--- config.mk ---
export PLATFORM = sky130hd
export DESIGN_NAME = fibonacci_mod_prime_top
export DESIGN_NICKNAME = d
export VERILOG_FILES = /design/src/hdl/fmp_pkg.sv /design/src/hdl/fibonacci_mod_prime_top.sv
export SDC_FILE = /design/constraint.sdc
export NUM_CORES = 2
export LEC_CHECK = 0
export BUFFER_PORTS_ARGS = -buffer_cell sky130_fd_sc_hd__buf_4
export CAP_MARGIN = 20
export CELL_PAD_IN_SITES_DETAIL_PLACEMENT = 1
export CELL_PAD_IN_SITES_GLOBAL_PLACEMENT = 1
export CORE_UTILIZATION = 33
export DETAILED_ROUTE_END_ITERATION = 10
export PLACE_DENSITY = 0.57
export SLEW_MARGIN = 40
export SYNTH_ARGS = -nofsm -noshare
export SYNTH_HDL_FRONTEND = slang
export SYNTH_SLANG_ARGS = --single-unit
--- constraint.sdc ---
create_clock -name clock -period 10.85 [get_ports clock]
set_input_delay 0.5425 -clock clock [delete_from_list [all_inputs] [get_ports clock]]
set_output_delay 0.5425 -clock clock [all_outputs]
set_load 0.02 [all_outputs]
--- src/hdl/fmp_pkg.sv ---
// ----------------------------------------------------------------------------
// fmp_pkg: shared constants and types for the Fibonacci mod prime block
// Modulus, Barrett reduction constants, datapath widths and sequencer states.
// ----------------------------------------------------------------------------
package fmp_pkg;

   localparam int RES_W   = 30;
   localparam int MUL_W   = 33;
   localparam int PROD_W  = 2 * MUL_W;
   localparam int SUM_W   = 61;
   localparam int RED_W   = 32;
   localparam int SHIFT_A = 28;
   localparam int SHIFT_Q = 34;

   localparam logic [RES_W-1:0] FIB_MOD = 30'd1000000007;

   // floor(2^62 / FIB_MOD), used with SHIFT_A and SHIFT_Q for the quotient estimate
   localparam logic [MUL_W-1:0] BARRETT_MU =
      MUL_W'((64'd1 << (SHIFT_A + SHIFT_Q)) / 64'(FIB_MOD));

   typedef enum logic [8:0] {
      ST_IDLE = 9'b000000001,
      ST_MUL1 = 9'b000000010,
      ST_MUL2 = 9'b000000100,
      ST_ADD  = 9'b000001000,
      ST_BAR1 = 9'b000010000,
      ST_BAR2 = 9'b000100000,
      ST_FIX  = 9'b001000000,
      ST_UPD  = 9'b010000000,
      ST_DONE = 9'b100000000
   } state_type;

endpackage

--- src/hdl/fibonacci_mod_prime_top.sv ---
// ----------------------------------------------------------------------------
// fibonacci_mod_prime_top: F(n+2) mod 1000000007 by 2x2 matrix power
// One request at a time, the next accepted once idle. Each exponent bit costs
// four matrix entries on one shared 33x33 multiplier (two products, add, two
// Barrett steps, fix) plus one update.
// Reset (synchronous, active high) returns the sequencer to idle, no rsp_valid.
// ----------------------------------------------------------------------------
module fibonacci_mod_prime_top #(
   parameter int EXP_BITS = 64
) (
   input  logic                      clock,
   input  logic                      reset,
   input  logic                      req_valid,
   output logic                      req_stall,
   input  logic [62:0]               req_index,
   output logic                      rsp_valid,
   input  logic                      rsp_stall,
   output logic [fmp_pkg::RES_W-1:0] rsp_fib_value
);
   import fmp_pkg::*;

   localparam int CNT_W = (EXP_BITS > 1) ? $clog2(EXP_BITS) : 1;

   state_type             state_ff, state_in;
   logic [EXP_BITS-1:0]   exp_ff, exp_in;
   logic [CNT_W-1:0]      bit_ff, bit_in;
   logic [1:0]            ent_ff, ent_in;
   logic [RES_W-1:0]      a_ff, b_ff, c_ff, d_ff, a_in, b_in, c_in, d_in;
   logic [RES_W-1:0]      t0_ff, t1_ff, t2_ff, t3_ff, t0_in, t1_in, t2_in, t3_in;
   logic [PROD_W-1:0]     prod_ff;
   logic [SUM_W-1:0]      sum_ff, sum_in;
   logic                  rsp_valid_ff, rsp_valid_in;
   logic [RES_W-1:0]      rsp_value_ff, rsp_value_in;

   logic [MUL_W-1:0]      op_a, op_b;
   logic [RES_W-1:0]      x1, x2, y1, y2;
   logic [RED_W-1:0]      r_raw;
   logic [RES_W-1:0]      r_fix;
   logic [63:0]           exp_full;

   function automatic logic [RES_W-1:0] mod_add(input logic [RES_W-1:0] x,
                                                input logic [RES_W-1:0] y);
      logic [RES_W:0] s;
      s = {1'b0, x} + {1'b0, y};
      if (s >= {1'b0, FIB_MOD}) begin
         s = s - {1'b0, FIB_MOD};
      end
      return s[RES_W-1:0];
   endfunction

   assign exp_full = {1'b0, req_index} + 64'd1;

   assign x1 = ent_ff[1] ? c_ff : a_ff;
   assign x2 = ent_ff[1] ? d_ff : b_ff;
   assign y1 = ent_ff[0] ? b_ff : a_ff;
   assign y2 = ent_ff[0] ? d_ff : c_ff;

   // shared multiplier operand select
   always_comb begin
      unique case (state_ff)
         ST_MUL1: begin
            op_a = {{(MUL_W-RES_W){1'b0}}, x1};
            op_b = {{(MUL_W-RES_W){1'b0}}, y1};
         end
         ST_MUL2: begin
            op_a = {{(MUL_W-RES_W){1'b0}}, x2};
            op_b = {{(MUL_W-RES_W){1'b0}}, y2};
         end
         ST_BAR1: begin
            op_a = sum_ff[SUM_W-1:SHIFT_A];
            op_b = BARRETT_MU;
         end
         ST_BAR2: begin
            op_a = {1'b0, prod_ff[PROD_W-1:SHIFT_Q]};
            op_b = {{(MUL_W-RES_W){1'b0}}, FIB_MOD};
         end
         default: begin
            op_a = '0;
            op_b = '0;
         end
      endcase
   end

   // residue after quotient estimate lies below three times the modulus
   always_comb begin
      r_raw = sum_ff[RED_W-1:0] - prod_ff[RED_W-1:0];
      priority if (r_raw >= {1'b0, FIB_MOD, 1'b0}) begin
         r_fix = RES_W'(r_raw - {1'b0, FIB_MOD, 1'b0});
      end else if (r_raw >= {2'b00, FIB_MOD}) begin
         r_fix = RES_W'(r_raw - {2'b00, FIB_MOD});
      end else begin
         r_fix = r_raw[RES_W-1:0];
      end
   end

   always_comb begin
      state_in     = state_ff;
      exp_in       = exp_ff;
      bit_in       = bit_ff;
      ent_in       = ent_ff;
      a_in         = a_ff;
      b_in         = b_ff;
      c_in         = c_ff;
      d_in         = d_ff;
      t0_in        = t0_ff;
      t1_in        = t1_ff;
      t2_in        = t2_ff;
      t3_in        = t3_ff;
      sum_in       = sum_ff;
      rsp_valid_in = rsp_valid_ff && rsp_stall;
      rsp_value_in = rsp_value_ff;
      unique case (state_ff)
         ST_IDLE: begin
            if (req_valid) begin
               exp_in   = exp_full[EXP_BITS-1:0];
               bit_in   = CNT_W'(EXP_BITS - 1);
               ent_in   = 2'd0;
               a_in     = RES_W'(1);
               b_in     = '0;
               c_in     = '0;
               d_in     = RES_W'(1);
               state_in = ST_MUL1;
            end
         end
         ST_MUL1: state_in = ST_MUL2;
         ST_MUL2: begin
            sum_in   = prod_ff[SUM_W-1:0];
            state_in = ST_ADD;
         end
         ST_ADD: begin
            sum_in   = sum_ff + prod_ff[SUM_W-1:0];
            state_in = ST_BAR1;
         end
         ST_BAR1: state_in = ST_BAR2;
         ST_BAR2: state_in = ST_FIX;
         ST_FIX: begin
            unique case (ent_ff)
               2'd0:    t0_in = r_fix;
               2'd1:    t1_in = r_fix;
               2'd2:    t2_in = r_fix;
               default: t3_in = r_fix;
            endcase
            if (ent_ff == 2'd3) begin
               state_in = ST_UPD;
            end else begin
               ent_in   = ent_ff + 2'd1;
               state_in = ST_MUL1;
            end
         end
         ST_UPD: begin
            if (exp_ff[EXP_BITS-1]) begin
               a_in = mod_add(t0_ff, t1_ff);
               b_in = t0_ff;
               c_in = mod_add(t2_ff, t3_ff);
               d_in = t2_ff;
            end else begin
               a_in = t0_ff;
               b_in = t1_ff;
               c_in = t2_ff;
               d_in = t3_ff;
            end
            exp_in = exp_ff << 1;
            ent_in = 2'd0;
            if (bit_ff == '0) begin
               state_in = ST_DONE;
            end else begin
               bit_in   = bit_ff - CNT_W'(1);
               state_in = ST_MUL1;
            end
         end
         ST_DONE: begin
            if (!(rsp_valid_ff && rsp_stall)) begin
               rsp_valid_in = 1'b1;
               rsp_value_in = a_ff;
               state_in     = ST_IDLE;
            end
         end
         default: state_in = ST_IDLE;
      endcase
   end

   always_ff @(posedge clock) begin
      if (reset) begin
         state_ff     <= ST_IDLE;
         rsp_valid_ff <= 1'b0;
      end else begin
         state_ff     <= state_in;
         rsp_valid_ff <= rsp_valid_in;
      end
   end

   always_ff @(posedge clock) begin
      exp_ff       <= exp_in;
      bit_ff       <= bit_in;
      ent_ff       <= ent_in;
      a_ff         <= a_in;
      b_ff         <= b_in;
      c_ff         <= c_in;
      d_ff         <= d_in;
      t0_ff        <= t0_in;
      t1_ff        <= t1_in;
      t2_ff        <= t2_in;
      t3_ff        <= t3_in;
      sum_ff       <= sum_in;
      prod_ff      <= op_a * op_b;
      rsp_value_ff <= rsp_value_in;
   end

   assign req_stall     = (state_ff != ST_IDLE);
   assign rsp_valid     = rsp_valid_ff;
   assign rsp_fib_value = rsp_value_ff;

`ifndef SYNTHESIS
   a_rsp_in_range: assert property (@(posedge clock) disable iff (reset)
      rsp_valid_ff |-> (rsp_value_ff < FIB_MOD))
      else $error("result not reduced");

   a_quot_not_over: assert property (@(posedge clock) disable iff (reset)
      (state_ff == ST_FIX) |-> (prod_ff[SUM_W-1:0] <= sum_ff))
      else $error("Barrett quotient too large");

   a_fix_in_range: assert property (@(posedge clock) disable iff (reset)
      (state_ff == ST_FIX) |-> (r_fix < FIB_MOD))
      else $error("reduced entry out of range");

   a_start: assert property (@(posedge clock) disable iff (reset)
      (req_valid && !req_stall) |=>
         (state_ff == ST_MUL1) && (bit_ff == CNT_W'(EXP_BITS - 1)) && (ent_ff == 2'd0))
      else $error("request did not start the sequence");
`endif

endmodule
# Yosys cells after proc, flatten, opt, wreduce, memory -nomap -nowiden
# Cells that the tools add are included.
[classes] add_sub_neg=11 multipliers=1 order_cmp=4 n_eq_ne=17 n_mux=35 bitwise_logic=2 n_reduce_logical=16
[op_table] cell="$mux 30" n=14
[op_table] cell="$pmux 33 s4" n=2
[op_table] cell="$pmux 30 s2" n=4
[op_table] cell="$pmux 64 s2" n=1
[op_table] cell="$pmux 61 s2" n=1
[op_table] cell="$sub 30x30->30 const B" n=4
[op_table] cell="$pmux 9 s9" n=1
[op_table] cell="$mul 33x33->66" n=1
[op_table] cell="$add 63x1->64 const B" n=1
[op_table] cell="$mux 64" n=1
[op_table] cell="$add 30x30->31" n=2
[op_table] cell="$ge 31x30->1 const B" n=2
[op_table] cell="$add 61x61->61" n=1
[op_table] cell="$ge 32x30->1 const B" n=1
[op_table] cell="$ge 32x31->1 const B" n=1
[op_table] cell="$sub 32x32->32" n=1
[op_table] cell="$mux 9" n=3
[op_table] cell="$reduce_and 2->1" n=7
[op_table] cell="$mux 6" n=2
[op_table] cell="$pmux 6 s2" n=1
[op_table] cell="$eq 9x1->1 const B" n=1
[op_table] cell="$eq 9x2->1 const B" n=1
[op_table] cell="$eq 9x3->1 const B" n=1
[op_table] cell="$eq 9x4->1 const B" n=1
[op_table] cell="other kinds (23)" n=31
[word_totals] reg_bits=479 in_bits=67 output_inout_bits=32 word_cells=102

# Longest topological paths before layout
[depth] ltp_word=5 depth_mapped=45 depth_no_buf=41

# Worst setup path after synthesis
# No wires, ideal clock.
[synth_path] path_type="reg-to-reg" start="register state_ff[4]" end="register prod_ff[62]" setup_time_ns=0.120 arrival_time_ns=10.501 required_ns=10.730 path_slack_ns=0.229 path_stages_with_launch=44 path_buffers=5 period_less_slack_ns=10.621 path_cell_list="dfxtp_1 > or3_1 > nor3_1 > nand2_1 > nor3b_1 > clkbuf_1 > clkbuf_1 > buf_1 > nand2_1 > o2111ai_1 > clkbuf_1 > nand2_1 > fa_1 > inv_1 > fa_1 > fa_1 > inv_1 > fa_1 > [... 8 more ...] > inv_1 > ha_1 > clkbuf_1 > nand4_1 > nor3_1 > a211oi_1 > o41ai_1 > a21oi_1 > o2111ai_1 > nand2_1 > o41ai_1 > o41ai_1 > o221ai_1 > a31oi_1 > nand2b_1 > o31ai_1 > a21oi_1 > xnor2_1"
[synth_between] elab_chain_cells=3 word_cells_on_any_way=7
[synth_rtl] item="start, declared" line="fibonacci_mod_prime_top.sv:24" rtl="state_type state_ff, state_in;"
[synth_rtl] item="start signal, assigned" line="fibonacci_mod_prime_top.sv:187" rtl="state_ff <= state_in;"
[synth_rtl] item="$eq 9x6->1 (tied with other cells)" line="fibonacci_mod_prime_top.sv:60" rtl="unique case (state_ff)"
[synth_rtl] item="$pmux 33 s4" line="fibonacci_mod_prime_top.sv:60"
[synth_rtl] item="$mul 33x33->66 (*)" line="fibonacci_mod_prime_top.sv:205" rtl="prod_ff <= op_a * op_b;"
[synth_rtl] item="end signal, assigned" line="fibonacci_mod_prime_top.sv:205"
[synth_rtl] item="end, declared" line="fibonacci_mod_prime_top.sv:30" rtl="logic [PROD_W-1:0] prod_ff;"
# Every way passes the cells marked *; elsewhere a longest branch is shown, timed or not.
# A chain may end at the register's enable or synchronous reset.

# Worst setup path after layout
[layout_path] start="register state_ff[4]" end="register prod_ff[64]"
# The elaborated chain is that of the path after synthesis.

==> reports/qor.log <==
INFO  outcome        run_status=completed
INFO  run            drv.max_cap_violation_count=0
INFO  synthesis      post_synth_instance_area=0.06457mm^2
INFO  clock_network  clk_path_buf_depth=3
INFO  sta            period_minus_slack=10.45ns
INFO  synthesis      yosysWarningCount=0
INFO  floorplan      die_y=444.4um
INFO  global_routing via_count_of_the_first_global_routing_pass=55.70k
INFO  final_layout   drive_above_1_share=0.08988
INFO  critical_path  timing.critical_path.slowest_cell_delay=0.55ns
INFO  power          switching_power=3374uW
INFO  sta            setup_slack=0.4031ns
INFO  clock_network  clkTransAtPathRegs=0.06ns
INFO  critical_path  arrival=10.96ns
INFO  clock_network  post_cts.repair.setup_buffers=0
INFO  synthesis      seq_area_frac_synth=0.2110
INFO  global_routing global_route_wire_length_before_repair=367.7mm
INFO  drt            drt.antenna.violating_nets=0
INFO  drt            routed_wire_length_per_instance=25.05um
INFO  critical_path  worst_setup_path_end_kind=register
INFO  sta            maxClockFrequency=95.72MHz
INFO  drt            firstDrtPassIters=7
INFO  drt            drt_drc_violations_left=0
INFO  global_routing grt-ovfl-total=0
INFO  power          power.sequential.fraction=0.338
INFO  sta            final.period_utilization=0.9629
INFO  final_layout   post-route-util=0.3738
INFO  critical_path  critPathLaunchType=register
INFO  critical_path  path_common_cell=sky130_fd_sc_hd__fa_1
INFO  hold_path      whs_endpoint=rsp_valid
INFO  critical_path  worst-r2r-setup-slack=0.40ns
INFO  sta            fin_hold_ws=0.1636ns
INFO  clock_network  cts_made_buffers=54
INFO  global_routing grt_max_degree=165
INFO  floorplan      boundaryPins=99
INFO  critical_path  reg2regPathDepth=41
INFO  sta            finalSetupViolations=0
INFO  final_layout   synthToLayoutAreaGrowth=11.95%
INFO  critical_path  path_class=reg2reg
INFO  synthesis      async_reset_ff_frac=0
INFO  floorplan      placeableCoreArea=0.1934mm^2
INFO  critical_path  cp_data_required_time=11.36ns
INFO  drt            routed_via_density=5.237
INFO  power          pwr-share-clk=0.244
INFO  final_layout   mostFrequentLayoutCell=sky130_fd_sc_hd__inv_1
INFO  critical_path  critical-path-slowest-cell=sky130_fd_sc_hd__fa_1
INFO  clock_network  hold_buffers=0
INFO  drt            vias=51.67k
INFO  sta            slew_headroom=0.3986
INFO  power          share_comb_of_total_power=0.418
INFO  synthesis      synthesis.area_per_instance=9.033um^2
INFO  power          cell_internal_pwr=4544uW
INFO  sta            hold_violations=0
INFO  hold_path      hp-class=in2reg
INFO  floorplan      die_width=444.4um
INFO  final_layout   fin_nets=8,708
INFO  critical_path  r2r-end=prod_ff[64]
INFO  hold_path      worst_hold_startpoint=reset
INFO  hold_path      worstHoldPathCells=2
INFO  critical_path  crit_fanout=21
INFO  final_layout   final.fill_count=22.36k
INFO  clock_network  cts_tree=built
INFO  power          power_leakage=0.03337uW
INFO  power          switching_share=0.4261
INFO  synthesis      ys_ff_latch=479
INFO  clock_network  worst_skew_pair.late_latency=0.66ns
INFO  clock_network  cts-htree-levels=2
INFO  global_routing total_global_routing_track_utilization=0.2500
INFO  clock_network  ctsRootBufferMaster=sky130_fd_sc_hd__clkbuf_16
INFO  power          p_per_area=109.5mW/mm^2
INFO  power          worst_ir_drop_vdd=0.1078mV
INFO  clock_network  cts.sink_count=479
INFO  synthesis      synthFlopType=sky130_fd_sc_hd__edfxtp_1
INFO  place          worst_setup_slack_before_clock_tree_synthesis=-0.1432ns
INFO  synthesis      number_of_enable_flip_flop_cells_after_synthesis=403
INFO  sta            worst_clock_skew=0.02634ns
INFO  drt            drt_first_iter_violations=3,259
INFO  floorplan      start_util=0.3339
INFO  place          place_congestion=0.9463
INFO  floorplan      die_area=0.1975mm^2
INFO  final_layout   highest_count_cells_in_the_layout_ignoring_fill_and_taps=sky130_fd_sc_hd__inv_1, sky130_fd_sc_hd__fa_1, sky130_fd_sc_hd__nand2_1, sky130_fd_sc_hd__nor2_1, sky130_fd_sc_hd__ha_1
INFO  place          port-buffer-count=98
INFO  synthesis      netlist-cell-type-count=106
INFO  floorplan      fp-row-count=161
INFO  sta            final_max_slew_viol_count=0
INFO  critical_path  worst_r2r_startpoint=state_ff[4]
INFO  synthesis      syn_inst=7,149
INFO  place          dp_hpwl=208.3mm
INFO  sta            worst_slew_pin_slew=0.8957ns
INFO  drt            route.final.wire_length=247.1mm
INFO  global_routing number_of_antenna_violations_at_the_first_check_in_global_routing=6
[cell type report]
| cell class | count | area [um^2] | share of cell area |
|---|---|---|---|
| Inverter | 1211 | 4546 | 0.06288 |
| Clock inverter | 33 | 352.8 | 0.004881 |
| Tap cell | 2526 | 3161 | 0.04372 |
| Timing Repair Buffer | 406 | 3359 | 0.04647 |
| Sequential cell | 479 | 13620 | 0.1884 |
| Clock buffer | 64 | 1463 | 0.02023 |
| Multi-Input combinational cell | 5139 | 45770 | 0.6331 |
| Antenna cell | 8 | 20.02 | 0.0002769 |
[synthesized netlist by cell type (all sizes together), types with 26 or more instances]
cell type	number	area, um^2
inv	1210	4542
mux2i	108	1081
nand3	97	490.5
fa	899	18000
and2	51	319.1
a22o	26	227.7
o21a	32	240.2
nor3	51	255.2
a21oi	283	1424
ha	451	5643
a21o	153	1149
and3	43	269.0
a22oi	30	225.2
edfxtp	403	12100
clkbuf	309	1162
xor2	115	1015
o21ai	262	1319
buf	39	195.2
nor2	797	2994
o2111ai	33	289.0
nor2b	30	187.7
a31oi	30	187.7
nand4	52	325.3
dfxtp	76	1521
nand2	816	3063
nand2b	52	325.3
xnor2	205	1814
o21bai	44	330.3
a211oi	75	573.1
mux2	27	304.0
[layer usage]
layer	wire length, um	part of all wire	vias up	GRT usage
li1	-	-	23460	-
met1	110400	0.45	26870	0.3350
met2	117900	0.48	1066	0.4228
met3	9923	0.040	265	0.02349
met4	8852	0.036	8	0.08166
met5	55	0.00022	-	0
[kinds of logic after synthesis]
kind of cell / share of synthesized area
DFF: 0.2110
xor gates and xnor gates: 0.04381
muxes: 0.02145
buffers and inverters: 0.09142
AOI/OAI and AO/OA: 0.1242
adders and majority gates: 0.3661
other: 0.0001163
and+or+nand+nor: 0.1420
[how the worst max path moves through the flow]
stage | start | end | depth (start not counted)
final | state_ff[4] | prod_ff[64] | 41
after global placement | state_ff[4] | prod_ff[62] | 42
after global routing | state_ff[4] | prod_ff[62] | 43
after CTS | state_ff[4] | prod_ff[62] | 41
after floorplan | state_ff[4] | prod_ff[62] | 43
after detailed placement | state_ff[0] | prod_ff[62] | 37
[sequential cells by signal (all words and copies together) (netlist names)]
name and flops:
exp_ff 64, prod_ff 66, t1_ff 30, sum_ff 61, rsp_valid 1, state_ff 9, ent_ff 2, t2_ff 30
t3_ff 30, c_ff 30, b_ff 30, rsp_fib_value 30, a_ff 30, t0_ff 30, d_ff 30, bit_ff 6
[stage by stage]
step           std cells  setup TNS [ns]  area, um^2  power [uW]
6_report            9866               0       72290        7918
5_1_grt             9859        -0.04986       72270        8264
4_1_cts             9857               0       72050        7966
3_5_place_dp        9760         -0.1432       70200        5993
3_3_place_gp        9757        -0.01711       70080        5915
2_1_floorplan       7177               0       64680        4425
[worst max-delay path: cells and delay by family, from the launching register on]
family / cells / cell delay, ns
adders and majority gates: 9 / 4.34
DFF: 1 / 0.31
and+or+nand+nor: 7 / 1.37
buffers and inverters: 12 / 1.73
xor gates and xnor gates: 1 / 0.15
AOI/OAI and AO/OA: 12 / 2.40
[power groups by stage]
stage / sequential (uW) / combinational [uW] / clock [uW]
after CTS: 2670 / 3310 / 1980
final: 2680 / 3310 / 1930
after global routing: 2680 / 3550 / 2030
after global placement: 2710 / 3210 / 0
after detailed placement: 2710 / 3290 / 0
after floorplan: 2550 / 1870 / 0
[timing repair]
item	CTS	global route
resized for setup	5	35
pin swaps	0	4
setup endpoints to repair	3	15
gates cloned	0	0
Note: power is estimated with default switching activity, not from simulation.
